--- src/design/cdq_pkg.sv ---
package cdq_pkg;

  // ring geometry
  localparam int DEPTH = 8;
  localparam int PTR_W = (DEPTH > 1) ? $clog2(DEPTH) : 1;
  localparam int CNT_W = $clog2(DEPTH + 1);
  localparam int DATA_W = 32;

  localparam logic [PTR_W-1:0] PTR_LAST = PTR_W'(DEPTH - 1);
  localparam logic [CNT_W-1:0] CNT_FULL = CNT_W'(DEPTH);

  // operation codes
  typedef enum logic [1:0] {
    FUNC_PUSH_FRONT = 2'd0,
    FUNC_PUSH_REAR  = 2'd1,
    FUNC_POP_FRONT  = 2'd2,
    FUNC_POP_REAR   = 2'd3
  } func_t;

  // result status codes
  typedef enum logic [1:0] {
    STATUS_DONE  = 2'd0,
    STATUS_FULL  = 2'd1,
    STATUS_EMPTY = 2'd2
  } status_t;

  // controller to datapath commands
  typedef struct packed {
    logic capture;
    logic execute;
  } cmd_t;

  // datapath to controller status
  typedef struct packed {
    logic out_free;
  } stat_t;

  function automatic logic [PTR_W-1:0] ptr_next(input logic [PTR_W-1:0] p);
    return (p == PTR_LAST) ? '0 : p + 1'b1;
  endfunction

  function automatic logic [PTR_W-1:0] ptr_prev(input logic [PTR_W-1:0] p);
    return (p == '0) ? PTR_LAST : p - 1'b1;
  endfunction

endpackage

--- src/design/cdq_if.sv ---
interface cdq_req_if;
  import cdq_pkg::*;

  logic               valid;
  logic               ready;
  logic [1:0]         func;
  logic signed [31:0] push_value;

  modport source (output valid, output func, output push_value, input ready);
  modport sink (input valid, input func, input push_value, output ready);
endinterface

interface cdq_rsp_if;
  import cdq_pkg::*;

  logic               valid;
  logic               ready;
  logic [1:0]         status;
  logic signed [31:0] popped_value;
  logic [CNT_W-1:0]   count;

  modport source (output valid, output status, output popped_value, output count,
                  input ready);
  modport sink (input valid, input status, input popped_value, input count,
                output ready);
endinterface

--- src/design/cdq_ctrl.sv ---
module cdq_ctrl (
  input  logic           clk,
  input  logic           rst,
  input  logic           req_valid,
  output logic           req_ready,
  input  cdq_pkg::stat_t stat,
  output cdq_pkg::cmd_t  cmd
);
  import cdq_pkg::*;

  typedef enum logic {
    ST_IDLE,
    ST_EXEC
  } state_t;

  state_t state;
  logic   ready;

  assign req_ready   = ready;
  assign cmd.capture = ready && req_valid;
  assign cmd.execute = (state == ST_EXEC) && stat.out_free;

  // state and registered ready
  always_ff @(posedge clk) begin
    if (rst) begin
      state <= ST_IDLE;
      ready <= 1'b0;
    end else begin
      case (state)
        ST_IDLE: begin
          if (ready && req_valid) begin
            state <= ST_EXEC;
            ready <= 1'b0;
          end else begin
            ready <= 1'b1;
          end
        end
        ST_EXEC: begin
          if (stat.out_free) begin
            state <= ST_IDLE;
            ready <= 1'b1;
          end
        end
        default: begin
          state <= ST_IDLE;
          ready <= 1'b0;
        end
      endcase
    end
  end

  // ready only while idle
  a_ready_idle: assert property (@(posedge clk) disable iff (rst)
    ready |-> (state == ST_IDLE))
    else $error("ready raised outside idle");

  // capture and execute never overlap
  a_cmd_excl: assert property (@(posedge clk) disable iff (rst)
    !(cmd.capture && cmd.execute))
    else $error("capture and execute in the same cycle");

  // an accepted item is executed before the next one is taken
  a_no_double: assert property (@(posedge clk) disable iff (rst)
    cmd.capture |=> !ready)
    else $error("ready high right after a transfer");

endmodule

--- src/design/cdq_dp.sv ---
module cdq_dp (
  input  logic          clk,
  input  logic          rst,
  input  cdq_pkg::cmd_t cmd,
  output cdq_pkg::stat_t stat,
  cdq_req_if.sink       req,
  cdq_rsp_if.source     rsp
);
  import cdq_pkg::*;

  logic [DATA_W-1:0] mem [DEPTH];
  logic [DATA_W-1:0] rd_data;
  logic [1:0]        op;
  logic [DATA_W-1:0] val;

  logic [PTR_W-1:0]  head;
  logic [PTR_W-1:0]  tail;
  logic [CNT_W-1:0]  held_count;

  logic [PTR_W-1:0]  head_next;
  logic [PTR_W-1:0]  tail_next;
  logic [CNT_W-1:0]  held_count_next;
  logic [1:0]        status_next;
  logic [DATA_W-1:0] popped_next;
  logic              wr_en;
  logic [PTR_W-1:0]  wr_addr;
  logic              is_empty;
  logic              is_pop;

  logic              out_valid;
  logic [1:0]        out_status;
  logic [DATA_W-1:0] out_popped;
  logic [CNT_W-1:0]  out_count;

  assign is_empty      = (held_count == '0);
  assign is_pop        = (op == FUNC_POP_FRONT) || (op == FUNC_POP_REAR);
  assign stat.out_free = !out_valid || rsp.ready;

  // capture the request and read the end slot a pop would take
  always_ff @(posedge clk) begin
    if (cmd.capture) begin
      op      <= req.func;
      val     <= req.push_value;
      rd_data <= mem[(req.func == FUNC_POP_FRONT) ? head : tail];
    end
    if (wr_en) begin
      mem[wr_addr] <= val;
    end
  end

  // operation result and next pointers
  always_comb begin
    head_next       = head;
    tail_next       = tail;
    held_count_next = held_count;
    status_next     = STATUS_DONE;
    popped_next     = '0;
    wr_en           = 1'b0;
    wr_addr         = '0;
    case (op)
      FUNC_PUSH_FRONT, FUNC_PUSH_REAR: begin
        if (held_count == CNT_FULL) begin
          status_next = STATUS_FULL;
        end else begin
          wr_en           = cmd.execute;
          held_count_next = held_count + 1'b1;
          if (is_empty) begin
            head_next = '0;
            tail_next = '0;
            wr_addr   = '0;
          end else if (op == FUNC_PUSH_FRONT) begin
            head_next = ptr_prev(head);
            wr_addr   = head_next;
          end else begin
            tail_next = ptr_next(tail);
            wr_addr   = tail_next;
          end
        end
      end
      FUNC_POP_FRONT, FUNC_POP_REAR: begin
        if (is_empty) begin
          status_next = STATUS_EMPTY;
        end else begin
          popped_next     = rd_data;
          held_count_next = held_count - 1'b1;
          if (held_count > CNT_W'(1)) begin
            if (op == FUNC_POP_FRONT) begin
              head_next = ptr_next(head);
            end else begin
              tail_next = ptr_prev(tail);
            end
          end
        end
      end
      default: begin
        status_next = STATUS_DONE;
      end
    endcase
  end

  // deque state
  always_ff @(posedge clk) begin
    if (rst) begin
      head       <= '0;
      tail       <= '0;
      held_count <= '0;
    end else if (cmd.execute) begin
      head       <= head_next;
      tail       <= tail_next;
      held_count <= held_count_next;
    end
  end

  // output register
  always_ff @(posedge clk) begin
    if (rst) begin
      out_valid <= 1'b0;
    end else if (cmd.execute) begin
      out_valid <= 1'b1;
    end else if (rsp.ready) begin
      out_valid <= 1'b0;
    end
  end

  always_ff @(posedge clk) begin
    if (cmd.execute) begin
      out_status <= status_next;
      out_popped <= popped_next;
      out_count  <= held_count_next;
    end
  end

  assign rsp.valid        = out_valid;
  assign rsp.status       = out_status;
  assign rsp.popped_value = out_popped;
  assign rsp.count        = out_count;

  // count never exceeds the ring size
  a_count_range: assert property (@(posedge clk) disable iff (rst)
    held_count <= CNT_FULL)
    else $error("held count beyond depth");

  // a result is only loaded into a free output register
  a_out_free: assert property (@(posedge clk) disable iff (rst)
    cmd.execute |-> (!rsp.valid || rsp.ready))
    else $error("result overwrote a pending transfer");

  // refused operations leave the count alone
  a_refused: assert property (@(posedge clk) disable iff (rst)
    (cmd.execute && (status_next != STATUS_DONE)) |=> (held_count == $past(held_count)))
    else $error("refused operation changed count");

  // a successful pop removes exactly one element
  a_pop_count: assert property (@(posedge clk) disable iff (rst)
    (cmd.execute && is_pop && !is_empty) |=>
      (held_count == CNT_W'($past(held_count) - 1'b1)))
    else $error("pop did not drop count by one");

endmodule

--- src/design/circular_deque.sv ---
// channel  dir  handshake          payload
// req      in   valid / ready      func[1:0], push_value[31:0]
// rsp      out  valid / ready      status[1:0], popped_value[31:0], count[3:0]
//
// each operation runs in two steps: a transfer on req captures it and reads
// the end slot of the ring, then ST_EXEC updates pointers and loads rsp
// a new req transfer is taken while an earlier result still waits on rsp;
// execution stalls only while that result register is still occupied
// rst is synchronous; head, tail and count clear, ring contents stay unknown
module circular_deque (
  input logic       clk,
  input logic       rst,
  cdq_req_if.sink   req,
  cdq_rsp_if.source rsp
);
  import cdq_pkg::*;

  cmd_t  cmd;
  stat_t stat;

  cdq_ctrl u_ctrl (
    .clk       (clk),
    .rst       (rst),
    .req_valid (req.valid),
    .req_ready (req.ready),
    .stat      (stat),
    .cmd       (cmd)
  );

  cdq_dp u_dp (
    .clk  (clk),
    .rst  (rst),
    .cmd  (cmd),
    .stat (stat),
    .req  (req),
    .rsp  (rsp)
  );

endmodule
--- src/flat_wrapper.sv ---
// flat-port wrapper written by rule: the top's interface ports become plain ports
module circular_deque_flat import cdq_pkg::*;
  (clk, rst, req_valid, req_func, req_push_value, req_ready, rsp_valid, rsp_status, rsp_popped_value, rsp_count, rsp_ready);
  cdq_req_if req_i ();
  cdq_rsp_if rsp_i ();
  input logic clk;
  input logic rst;
  input wire logic [$bits(req_i.valid)-1:0] req_valid;
  input wire logic [$bits(req_i.func)-1:0] req_func;
  input wire logic [$bits(req_i.push_value)-1:0] req_push_value;
  output wire logic [$bits(req_i.ready)-1:0] req_ready;
  output wire logic [$bits(rsp_i.valid)-1:0] rsp_valid;
  output wire logic [$bits(rsp_i.status)-1:0] rsp_status;
  output wire logic [$bits(rsp_i.popped_value)-1:0] rsp_popped_value;
  output wire logic [$bits(rsp_i.count)-1:0] rsp_count;
  input wire logic [$bits(rsp_i.ready)-1:0] rsp_ready;
  assign req_i.valid = req_valid;
  assign req_i.func = req_func;
  assign req_i.push_value = req_push_value;
  assign req_ready = req_i.ready;
  assign rsp_valid = rsp_i.valid;
  assign rsp_status = rsp_i.status;
  assign rsp_popped_value = rsp_i.popped_value;
  assign rsp_count = rsp_i.count;
  assign rsp_i.ready = rsp_ready;
  circular_deque u_core (.clk(clk), .rst(rst), .req(req_i), .rsp(rsp_i));
endmodule
--- config.mk ---
export PLATFORM = sky130hd
export DESIGN_NAME = circular_deque_flat
export DESIGN_NICKNAME = d
export VERILOG_FILES = /design/src/design/cdq_pkg.sv /design/src/design/cdq_if.sv /design/src/design/cdq_ctrl.sv /design/src/design/cdq_dp.sv /design/src/design/circular_deque.sv /design/src/flat_wrapper.sv
export SDC_FILE = /design/constraint.sdc
export NUM_CORES = 1
export LEC_CHECK = 0
export ABC_AREA = 1
export BUFFER_PORTS_ARGS = -buffer_cell sky130_fd_sc_hd__buf_2
export CAP_MARGIN = 40
export CORE_MARGIN = 8
export CORE_UTILIZATION = 61
export CTS_BUF_LIST = sky130_fd_sc_hd__clkbuf_16
export DETAILED_ROUTE_END_ITERATION = 7
export PLACE_DENSITY = 0.81
export SETUP_SLACK_MARGIN = 0.3
export SLEW_MARGIN = 20
export SYNTH_ARGS = -nofsm -noshare
export SYNTH_HDL_FRONTEND = slang
export SYNTH_SLANG_ARGS = --single-unit
--- constraint.sdc ---
create_clock -name clk -period 5.25 [get_ports clk]
set_input_delay 0.2625 -clock clk [delete_from_list [all_inputs] [get_ports clk]]
set_output_delay 0.2625 -clock clk [all_outputs]
set_load 0.01 [all_outputs]
# Word-level counts from Yosys, hierarchy flattened
# Memories as Yosys holds them, arrays and structs flattened. A register that Yosys moved wholly into a read port is not among the register bits.
# Index checks and enable logic that the tools add are counted.
dict set report word_totals {
  in_bits 38
  latchBits 0
  out_inout_bits 40
  memories 1
  ff_bits 85
  mem_bits_ro 0
  ramBits 256
}
dict set report op_classes {
  bitwise 2
  eq_ne 15
  reduce_logical 14
  n_div 0
  order_cmp 1
  addsub 6
  muxes 41
  n_shift 0
  mul 0
}
# name words width read_ports rd_clocked_by_memory_dff wr line
set mem_list {}
lappend mem_list {u_core.u_dp.mem 8 32 1 1 1 cdq_dp.sv:11} ;# logic [DATA_W-1:0] mem [DEPTH];
# op n
set op_table {}
lappend op_table {{$mux W3} 21}
lappend op_table {{$ne A2 B2 Y1 const B} 6}
lappend op_table {{$pmux W3 S2} 2}
lappend op_table {{$reduce_and A6 Y1} 2}
lappend op_table {{$mux W1} 11}
lappend op_table {{$mux W4} 2}
lappend op_table {{$pmux W4 S2} 1}
lappend op_table {{$add A3 B1 Y3 const B} 2}
lappend op_table {{$eq A2 B2 Y1 const B} 3}
lappend op_table {{$eq A3 B3 Y1 const B} 2}
lappend op_table {{$logic_not A3 Y1} 2}
lappend op_table {{$ne A3 B3 Y1 const B} 2}
lappend op_table {{$reduce_or A2 Y1} 3}
lappend op_table {{$sub A3 B1 Y3 const B} 2}
lappend op_table {{$add A4 B1 Y4 const B} 1}
lappend op_table {{$eq A4 B4 Y1 const B} 1}
lappend op_table {{$gt A4 B1 Y1 const B} 1}
lappend op_table {{$logic_not A4 Y1} 1}
lappend op_table {{$pmux W1 S2} 2}
lappend op_table {{$pmux W2 S2} 1}
lappend op_table {{$sub A4 B1 Y4 const B} 1}
lappend op_table {{$eq A2 B1 Y1 const B} 1}
lappend op_table {{$logic_and A1 B1 Y1} 2}
lappend op_table {{$logic_not A2 Y1} 1}
lappend op_table {{other kinds (5)} 6}

# Depth between registers and ports, before layout
# Gate-level depths: netlist of run 1.
dict set report depth {
  word_depth 7
  ltp_mapped 11
}

# Worst setup path after synthesis of run 1
# Ideal clock, no wire load.
dict set report synth_path {
  path_type {register to register}
  start {reg u_core.u_dp.out_valid (netlist: u_core.u_dp.rsp.valid)}
  end {mem u_core.u_dp.mem[5][0], enable pin}
  stages_incl_launch_ff 8
  period_less_slack_ns 3.993
  t_required_ns 4.829
  setup_slack_ns 1.257
  arrival_ns 3.572
  cell_sequence {dfxtp_1 inv_1 nor2_1 nor2_2 inv_1 nor2_1 nand4_1 nor2_1}
}
# item line
set synth_rtl {}
lappend synth_rtl {{start: declaration} cdq_dp.sv:30} ;# logic out_valid;
lappend synth_rtl {{start signal: assignment} cdq_dp.sv:117} ;# out_valid <= 1'b0;
lappend synth_rtl {{start signal: assignment} cdq_dp.sv:119} ;# out_valid <= 1'b1;
lappend synth_rtl {{start signal: assignment} cdq_dp.sv:121} ;# out_valid <= 1'b0;
lappend synth_rtl {{end: declaration} cdq_dp.sv:11}

==> results of run 1 <==
==> layout by cell type (no fill, tap or decap), types with 2 or more instances in the layout <==
cell type	n
o21ai_4	2
a21oi_1	11
inv_2	2
ha_1	11
clkbuf_16	38
buf_16	11
nand3_2	32
nor2_1	53
buf_4	8
bufinv_16	4
nand2_2	3
clkinv_2	7
buf_12	3
nand2_4	2
dfxtp_1	13
nand2_1	469
o21ai_0	14
dlygate4sd3_1	34
clkinv_1	8
buf_2	77
o22ai_1	2
nor2_4	9
inv_1	326
nand3_1	111
edfxtp_1	360
==> kinds of logic after synthesis <==
kind of cell	share of synthesized area [%]
compound gates	1.047
fa+ha+maj	0.8593
buf+inv	10.69
flops	69.12
simple gates	18.18
xor+xnor	0.1094
==> repair_timing <==
action	CTS	global route
hold buffers	34	0
gates resized for setup	0	0
endpoints found under the hold margin	34	0
==> routing by layer <==
layer | wire length (um) | global-route usage, %
met1 | 12300 | 24.15
met2 | 16310 | 36.14
met3 | 2431 | 3.683
met4 | 1081 | 8.788
met5 | 0 | 0
==> worst max-delay path, stage by stage (launching register included) <==
cell and delay, ns:
dfxtp_1 0.33, inv_1 0.09, nor2_4 0.10, buf_4 0.50, inv_1 0.27, nor2_1 0.21
nand4_1 0.44, nor2_4 0.72, buf_16 0.25
==> registers in the layout, indices dropped and copies added (netlist names) <==
name,cells
u_core.u_dp.val,32
u_core.u_dp.rd_data,32
u_core.u_dp.rsp.popped_value,32
u_core.u_dp.rsp.valid,1
u_core.u_dp.op,2
u_core.u_dp.tail,3
u_core.u_ctrl.req_ready,1
u_core.u_dp.rsp.count,4
u_core.u_dp.head,3
u_core.u_ctrl.state,1
u_core.u_dp.held_count,4
u_core.u_dp.mem,256
u_core.u_dp.rsp.status,2
==> area by class of cell <==
class                   count  area [sq um]
flip-flops and latches    373         11070
multi-input cells         725          3327
repair buffers            133          1149
fillers                  1635          7555
clock inverters            25         222.7
inverters                 324          1217
well taps                 335         419.2
clock buffers              38         950.9
==> worst max-delay path by stage <==
stage               cells after the start  slack [ns]                   from                     end
finish                                  8        2.04    u_core.u_ctrl.state  u_core.u_dp.mem[7][25]
global route                            8        1.81    u_core.u_ctrl.state  u_core.u_dp.mem[7][14]
CTS                                     8        2.03    u_core.u_ctrl.state  u_core.u_dp.mem[7][25]
detailed placement                      8        2.05    u_core.u_ctrl.state  u_core.u_dp.mem[7][25]
global placement                        8        2.00              rsp_ready  u_core.u_dp.mem[5][23]
floorplan                               7        1.26  u_core.u_dp.rsp.valid   u_core.u_dp.mem[5][0]
==> power by group through the flow <==
stage / Clock, W / Sequential (W) / Combinational (W)
after floorplan: 0 / 0.00345 / 0.000321
after global placement: 0 / 0.00345 / 0.000410
after detailed placement: 0 / 0.00346 / 0.000440
after CTS: 0.00259 / 0.00339 / 0.000465
after global routing: 0.00271 / 0.00340 / 0.000528
final: 0.00257 / 0.00339 / 0.000476
==> per-stage QoR <==
stage          power, W  util (%)  cells  cell area [sq um]
2_1_floorplan  0.003773         -   1474              16020
3_3_place_gp   0.003864     63.60   1842              16480
3_5_place_dp   0.003896     64.79   1854              16790
4_1_cts        0.006451     70.63   1951              18300
5_1_grt        0.006634     70.84   1953              18360
6_report       0.006442     70.84   1953              18360
==> results.sh, run 1 <==
export IMPL_drc=0
export IMPL_drt_wl_total_mm=32.13
export IMPL_finalCritPeriodShare_pct=61.17
export IMPL_power_density_nw_per_um2=350.9
export IMPL_cts_tree="built"
export IMPL_cts_setup_buffers=0
export IMPL_synth_fp_nets=1523
export IMPL_htreeDepth=2
export IMPL_setup_ws_ns=2.039
export IMPL_antennaDiodeCount=0
export IMPL_synth_area_per_cell_sq_um=10.87
export IMPL_nets=1644
export IMPL_seqPwrFrac_pct=52.7
export IMPL_synth_most_common_cell="nand2_1"
export IMPL_yosysTopAreaCell="edfxtp_1"
export IMPL_r2r_end="u_core.u_dp.mem[7][25]"
export IMPL_crit_type="reg2reg"
export IMPL_clock_sinks=373
export IMPL_switchingPower_w=0.001425
export IMPL_synth_enable_flop_cells=360
export IMPL_cp_max_fo=42
export IMPL_clk_pin_slew_ns=0.06
export IMPL_synth_cells=1474
export IMPL_boundaryPins=78
export IMPL_cp_arrival_ns=3.43
export IMPL_grt_overflow_total=0
export IMPL_synth_distinct_cells=28
export IMPL_period_needed_ns=3.211
export IMPL_io_buffers=77
export IMPL_root_buffer="clkbuf_16"
export IMPL_synth_async_reset_ratio_pct=0
export IMPL_die_area_sq_um=31700
export IMPL_numCtsBuffers=38
export IMPL_r2r_start="u_core.u_ctrl.state"
export IMPL_die_x_um=178.0
export IMPL_row_count=59
export IMPL_timing_final_hold_violations=0
export IMPL_drive_above_1_share_pct=12.36
export IMPL_first_pass_iters=5
export IMPL_yosysTopAreaCellShare_pct=67.49
export IMPL_start_util_pct=61.81
export IMPL_required_ns=5.46
export IMPL_grtUsageTotal_pct=20.42
export IMPL_yosys_warnings=0
export IMPL_grt_max_degree=82
export IMPL_p_clk_share_pct=39.9
export IMPL_swShare_pct=22.11
export IMPL_holdWs_ns=0.04219
export IMPL_core_sq_um=25910
export IMPL_clock_latency_ns=0.52
export IMPL_worstMarginPinSlew_ns=0.7128
export IMPL_combPwrFrac_pct=7.4
export IMPL_rsz0062_at_grt="no"
export IMPL_pre_cts_ws_ns=2.054
export IMPL_antenna_left=0
export IMPL_syn_cell_area_sq_um=16020
export IMPL_grt_pass1_vias=10310
export IMPL_p_int_w=0.005018
export IMPL_ys_flop_type="edfxtp_1"
export IMPL_max_cap_viol_count=0
export IMPL_p_leak_nw=8.136
export IMPL_fin_tns_setup_ns=0
export IMPL_slew_viol_final=0
export IMPL_ys_ff_latch=373
export IMPL_peakVddDrop_uv=276.8
export IMPL_finalWeightedCongestion=0.8393
export IMPL_synth_seq_area_share_pct=69.12
export IMPL_vias_per_cell=5.218
export IMPL_synth_commonest_cells="nand2_1 (470), edfxtp_1 (360), inv_1 (321)"
export IMPL_fmax_mhz=311.4
export IMPL_cts_buffer_depth=3
export IMPL_fin_skew_ns=0.01729
export IMPL_dp_hpwl_mm=19.06
export IMPL_hold_class="in2reg"
export IMPL_max_slew_margin_rel_pct=52.37
export IMPL_grt_pass1_wl_mm=50.87
export IMPL_status="finished clean"
export IMPL_critPathLaunchType="flip-flop"
export IMPL_whs_path_depth=2
export IMPL_drt_initial_drc_count=1045
export IMPL_num_vias=10190
export IMPL_avgRoutedWirePerCell_um=16.45
export IMPL_rrSetupSlack_ns=2.04
export IMPL_cp_end_kind="flip-flop"
export IMPL_fp_dieH_um=178.0
export IMPL_ys_top_cells_by_area="edfxtp_1 (67%), nand2_1 (11%), inv_1 (7.5%), nand3_1 (3.5%), nand3_2 (2.0%)"
export IMPL_r2r_cells=8
export IMPL_min_to="u_core.u_ctrl.state"
export IMPL_antenna_found_initial=0
export IMPL_setup_viol=0
export IMPL_syn_to_final_growth_pct=14.61
export IMPL_hp_start="rst"
Note: power is estimated with default switching activity, not from simulation.
==> run 2: changes to the inputs <==
Settings changed: CORE_UTILIZATION 61 to 55, PLACE_DENSITY 0.81 to 0.77.
Clock period 5.25 ns to 2.55 ns, I/O delays scaled along.
==> run 2 against run 1 <==
Compared with the run above:
- worst hold slack improved by 0.26 ns
- clock skew fell by 0.0030 ns
- critical endpoint is now u_core.u_dp.mem[5][2]
- sequential power rose by 110%
- setup slack got worse by 1.7 ns
- global-route usage fell by 1.9 points
- combinational power rose by 110%
- non-clock buffer count rose by 31
- first-iteration DRC count fell by 19%
- cell area rose by 2.9%
- clock-buffer cell count rose by 2
==> results.sh, run 2 (synthesis gave the netlist of run 1 again) <==
export IMPL_status="finished clean"
export IMPL_largest_register="u_core.u_dp.mem"
export IMPL_rrSetupSlack_ns=0.38
export IMPL_timing_final_hold_violations=0
export IMPL_cp_end_kind="flip-flop"
export IMPL_fin_tns_setup_ns=0
export IMPL_fin_skew_ns=0.01425
export IMPL_htreeDepth=2
export IMPL_hold_class="in2reg"
export IMPL_cp_num_buf_inv=5
export IMPL_critPathLaunchType="flip-flop"
export IMPL_period_needed_ns=2.171
export IMPL_drt_initial_drc_count=844
export IMPL_setup_viol=0
export IMPL_boundaryPins=78
export IMPL_numCtsBuffers=39
export IMPL_r2r_end="u_core.u_dp.mem[5][2]"
export IMPL_finalWeightedCongestion=0.7881
export IMPL_required_ns=2.80
export IMPL_hp_start="req_push_value[11]"
export IMPL_r2r_cells=9
export IMPL_antenna_left=0
export IMPL_worstMarginPinSlew_ns=0.7255
export IMPL_start_util_pct=55.80
export IMPL_clk_pin_slew_ns=0.06
export IMPL_whs_path_depth=2
export IMPL_syn_to_final_growth_pct=17.98
export IMPL_startpoint="u_core.u_dp.op[1]"
export IMPL_finalCritPeriodShare_pct=85.15
export IMPL_mostFrequentLayoutCell="nand2_1"
export IMPL_num_vias=10070
export IMPL_cp_arrival_ns=2.42
export IMPL_path_delay_family="buffers and inverters"
export IMPL_slew_viol_final=0
export IMPL_grt_max_degree=48
export IMPL_clock_latency_ns=0.53
export IMPL_antennaDiodeCount=0
export IMPL_min_to="u_core.u_dp.val[11]"
export IMPL_rsz0062_at_grt="no"
export IMPL_p_leak_nw=8.359
export IMPL_die_x_um=186.7
export IMPL_cpPeakStageDelay_ns=0.51
export IMPL_fin_total_pwr_w=0.01373
export IMPL_largest_reg_flops=256
export IMPL_grtUsageTotal_pct=18.56
export IMPL_fp_dieH_um=186.7
export IMPL_vias_per_cell=4.933
export IMPL_r2r_start="u_core.u_dp.op[1]"
export IMPL_root_buffer="clkbuf_16"
export IMPL_nets=1676
export IMPL_first_pass_iters=5
export IMPL_cts_tree="built"
export IMPL_row_count=62
export IMPL_max_slew_margin_rel_pct=51.56
export IMPL_fmax_mhz=460.5
export IMPL_dp_hpwl_mm=18.53
export IMPL_core_sq_um=28700
export IMPL_design_area_sq_um=18900
export IMPL_antenna_found_initial=0
export IMPL_power_density_nw_per_um2=726.8
export IMPL_clock_sinks=373
export IMPL_io_buffers=77
export IMPL_layout_common_cells="nand2_1 (465), edfxtp_1 (360), inv_1 (316)"
export IMPL_drive_above_1_share_pct=15.93
export IMPL_cp_max_fo=8
export IMPL_slowest_stage="edfxtp_1"
export IMPL_final_util_pct=65.83
export IMPL_max_cap_viol_count=0
export IMPL_grt_overflow_total=0
export IMPL_cp_cell_sequence="clkinvlp_4 > nand2_2 > buf_4 > nor2_4 > nand4_1 > buf_6 > nor2_4 > buf_6 > bufbuf_16"
export IMPL_place_area_sq_um=16890
export IMPL_cts_buffer_depth=3
export IMPL_die_area_sq_um=34840
export IMPL_holdWs_ns=0.2978
export IMPL_peakVddDrop_uv=597.4
export IMPL_grt_pass1_vias=10170
export IMPL_avgRoutedWirePerCell_um=16.20
export IMPL_drt_wl_total_mm=33.07
export IMPL_drc=0
export IMPL_grt_pass1_wl_mm=52.14
export IMPL_crit_type="reg2reg"
[run 2: cell count changes in the layout (fill, tap and decap cells not counted), sizes merged]
cell         previous run  this run
clkbuf                 38        40
bufinv                  4         5
clkinv                 16        19
buf                    99       123
bufbuf                  0         2
clkinvlp                1         3
dlygate4sd3            34        39
[run 2: cell type report]
type / instances / area (sq um)
clock buffers: 40 / 1001
clock inverters: 31 / 300.3
fillers: 2084 / 9807
inverters: 324 / 1224
multi-input cells: 725 / 3388
flip-flops and latches: 373 / 11080
well taps: 384 / 480.5
repair buffers: 164 / 1421
[run 2: metrics by stage]
stage	std cells	worst slack (ns)
after floorplan	1474	-0.1869
after global placement	1908	0.3060
after detailed placement	1910	0.2775
after CTS	2026	0.3065
after global routing	2041	0.2682
final	2041	0.3786
[run 2: worst max-delay path by stage]
stage                     slack [ns]  cells past startpoint                      to
after floorplan                -0.19                      7   u_core.u_dp.mem[1][0]
after CTS                       0.31                      9   u_core.u_dp.mem[5][6]
after global placement          0.31                      8  u_core.u_dp.mem[3][25]
after detailed placement        0.28                     10  u_core.u_dp.mem[5][24]
final                           0.38                      9   u_core.u_dp.mem[5][2]
after global routing            0.27                      9   u_core.u_dp.mem[5][6]
[run 2: layer usage]
metal | global-route usage (%) | vias to the layer above | share of wire [%]
li1 | - | 4962 | -
met1 | 21.71 | 4665 | 40
met2 | 32.50 | 357 | 50
met3 | 4.045 | 84 | 6.7
met4 | 8.216 | 0 | 3.6
met5 | 0 | - | 0
[run 2: timing repair]
action,4_1_cts,5_1_grt
gates resized for setup,13,17
setup endpoints to repair,256,256
buffers inserted,3,15
gates cloned,3,0
pin swaps,1,5
hold buffers,39,0
hold endpoints to repair,41,0
[run 2: report_power, final]
group	internal (W)	switching, W	leakage (nW)
Sequential	0.00690	0.0000909	3.38
Combinational	0.000358	0.000667	4.33
Clock	0.00338	0.00234	0.650
==> run 3: changes to the inputs <==
Settings changed: GPL_TIMING_DRIVEN set to 0.
==> run 3 against run 2 <==
Compared with the run above:
- routed wire length rose by 13%
- worst hold slack improved by 0.012 ns
- fmax is 1.3% lower
- largest power group unchanged
- combinational power up 11%
- total power decreased by 2.4%
==> results.sh, run 3 (synthesis gave the netlist of run 1 again) <==
export IMPL_fin_skew_ns=0.01926
export IMPL_fmax_mhz=454.5
export IMPL_cts_buffer_depth=3
export IMPL_status="finished clean"
export IMPL_worstMarginPinSlew_ns=0.5155
export IMPL_slew_viol_final=0
export IMPL_p_int_w=0.01037
export IMPL_rsz0062_at_grt="no"
export IMPL_pre_cts_ws_ns=-0.6200
export IMPL_layout_common_cells="nand2_1 (463), edfxtp_1 (360), inv_1 (320)"
export IMPL_required_ns=2.78
export IMPL_largest_reg_flops=256
export IMPL_boundaryPins=78
export IMPL_syn_to_final_growth_pct=19.54
export IMPL_avgRoutedWirePerCell_um=17.95
export IMPL_cp_max_fo=6
export IMPL_peakVddDrop_uv=528.8
export IMPL_place_inst=1945
export IMPL_num_vias=10580
export IMPL_antenna_left=0
export IMPL_io_buffers=76
export IMPL_power_density_nw_per_um2=700.1
export IMPL_start_util_pct=55.80
export IMPL_cts_tree="built"
export IMPL_grt_overflow_total=0
export IMPL_clk_pin_slew_ns=0.06
export IMPL_setup_viol=0
export IMPL_p_leak_nw=8.512
export IMPL_hold_class="in2reg"
export IMPL_core_sq_um=28700
export IMPL_drt_initial_drc_count=997
export IMPL_max_cap_viol_count=0
export IMPL_setup_ws_ns=0.3500
export IMPL_root_buffer="clkbuf_16"
export IMPL_timing_final_hold_violations=0
export IMPL_finalWeightedCongestion=0.8095
export IMPL_clock_latency_ns=0.52
export IMPL_grt_max_degree=47
export IMPL_drive_above_1_share_pct=17.18
export IMPL_nets=1713
export IMPL_grtUsageTotal_pct=20.32
export IMPL_seqPwrFrac_pct=52.1
export IMPL_grt_pass1_vias=10600
export IMPL_dp_hpwl_mm=22.41
export IMPL_p_clk_share_pct=39.5
export IMPL_max_slew_margin_rel_pct=65.59
export IMPL_finalCritPeriodShare_pct=86.28
export IMPL_drt_wl_total_mm=37.20
export IMPL_first_pass_iters=5
export IMPL_row_count=62
export IMPL_switchingPower_w=0.003037
export IMPL_mostFrequentLayoutCell="nand2_1"
export IMPL_period_needed_ns=2.200
export IMPL_htreeDepth=2
export IMPL_antenna_found_initial=1
export IMPL_fin_cells=2073
export IMPL_drc=0
export IMPL_numCtsBuffers=39
export IMPL_cp_arrival_ns=2.43
export IMPL_die_area_sq_um=34840
export IMPL_cp_end_kind="flip-flop"
export IMPL_grt_pass1_wl_mm=56.09
export IMPL_vias_per_cell=5.105
export IMPL_clock_sinks=373
export IMPL_crit_type="reg2reg"
export IMPL_die_x_um=186.7
export IMPL_fp_dieH_um=186.7
export IMPL_critPathLaunchType="flip-flop"
export IMPL_swShare_pct=22.65
export IMPL_largest_register="u_core.u_dp.mem"
export IMPL_combPwrFrac_pct=8.4
-- run 3: cell count changes in the layout (fill, tap and decap cells not counted), sizes merged --
cell,delta
nor2,+1
clkinvlp,-2
bufbuf,-2
diode,+1
clkinv,-1
clkbuf,+3
bufinv,-2
dlygate4sd3,-2
buf,+36
-- run 3: worst paths after layout --
| check | start | slack (ns) | to | cells past startpoint |
|---|---|---|---|---|
| worst min-delay path | req_push_value[26] | 0.31 | u_core.u_dp.val[26] | 2 |
| worst max-delay path | u_core.u_dp.tail[0] | 0.35 | u_core.u_dp.mem[2][10] | 11 |
| worst max register to register | u_core.u_dp.tail[0] | 0.35 | u_core.u_dp.mem[2][10] | 11 |
| worst min register to register | u_core.u_ctrl.state | 0.49 | u_core.u_ctrl.req_ready | 2 |
-- run 3: what timing repair did --
item                                    in CTS  in global routing
hold buffers                                37                  0
pin swaps                                   10                  6
gates resized for setup                      4                 26
cloned                                       1                  4
endpoints found under the setup margin     256                256
setup buffers                               15                  5
hold endpoints to repair                    37                  0
-- run 3: layout make-up --
type                       instances  area [sq um]
antenna                            1         2.502
buffer                            52         495.5
tap                              384         480.5
timing repair buffer             148          1330
clock inverter                    26         193.9
sequential                       373         11080
clock buffer                      39         975.9
multi-input combinational        726          3368
inverter                         324          1221
fill                            1950          9557
-- run 3: per-layer routing --
layer	track usage [%]	share of wire [%]	vias up
met2	35.86	50	519
li1	-	-	5031
met4	8.461	3.5	0
met5	0	0	-
met1	24.13	38	4930
met3	3.803	8.9	102
-- run 3: critical path: stages (launching register included) --
cell and delay [ns]:
dfxtp_2 0.33, ha_2 0.18, ha_1 0.18, inv_1 0.07, nand2_1 0.07, nand2_1 0.08
o21ai_2 0.08, nor3_4 0.22, nand2_2 0.15, nor2_4 0.18, buf_12 0.16, clkbuf_16 0.16
-- run 3: power by group through the flow --
stage	combinational, W	sequential (W)	clock (W)
4_1_cts	0.00110	0.00698	0.00534
3_3_place_gp	0.000979	0.00711	0
5_1_grt	0.00124	0.00700	0.00557
2_1_floorplan	0.000673	0.00711	0
6_report	0.00113	0.00699	0.00529
3_5_place_dp	0.00104	0.00711	0
-- run 3: per-stage QoR --
step / hold slack [ns] / TNS, ns / power, W / instance area, sq um / util, %
floorplan: 0.2264 / -23.92 / 0.007780 / 16100 / -
CTS: 0.2941 / 0 / 0.01342 / 18990 / 66.15
global route: 0.3008 / 0 / 0.01381 / 19150 / 66.70
detailed placement: 0.3056 / -71.56 / 0.008151 / 17240 / 60.07
finish: 0.3103 / 0 / 0.01340 / 19150 / 66.70
global placement: 0.3034 / -233.69 / 0.008090 / 16960 / 59.10
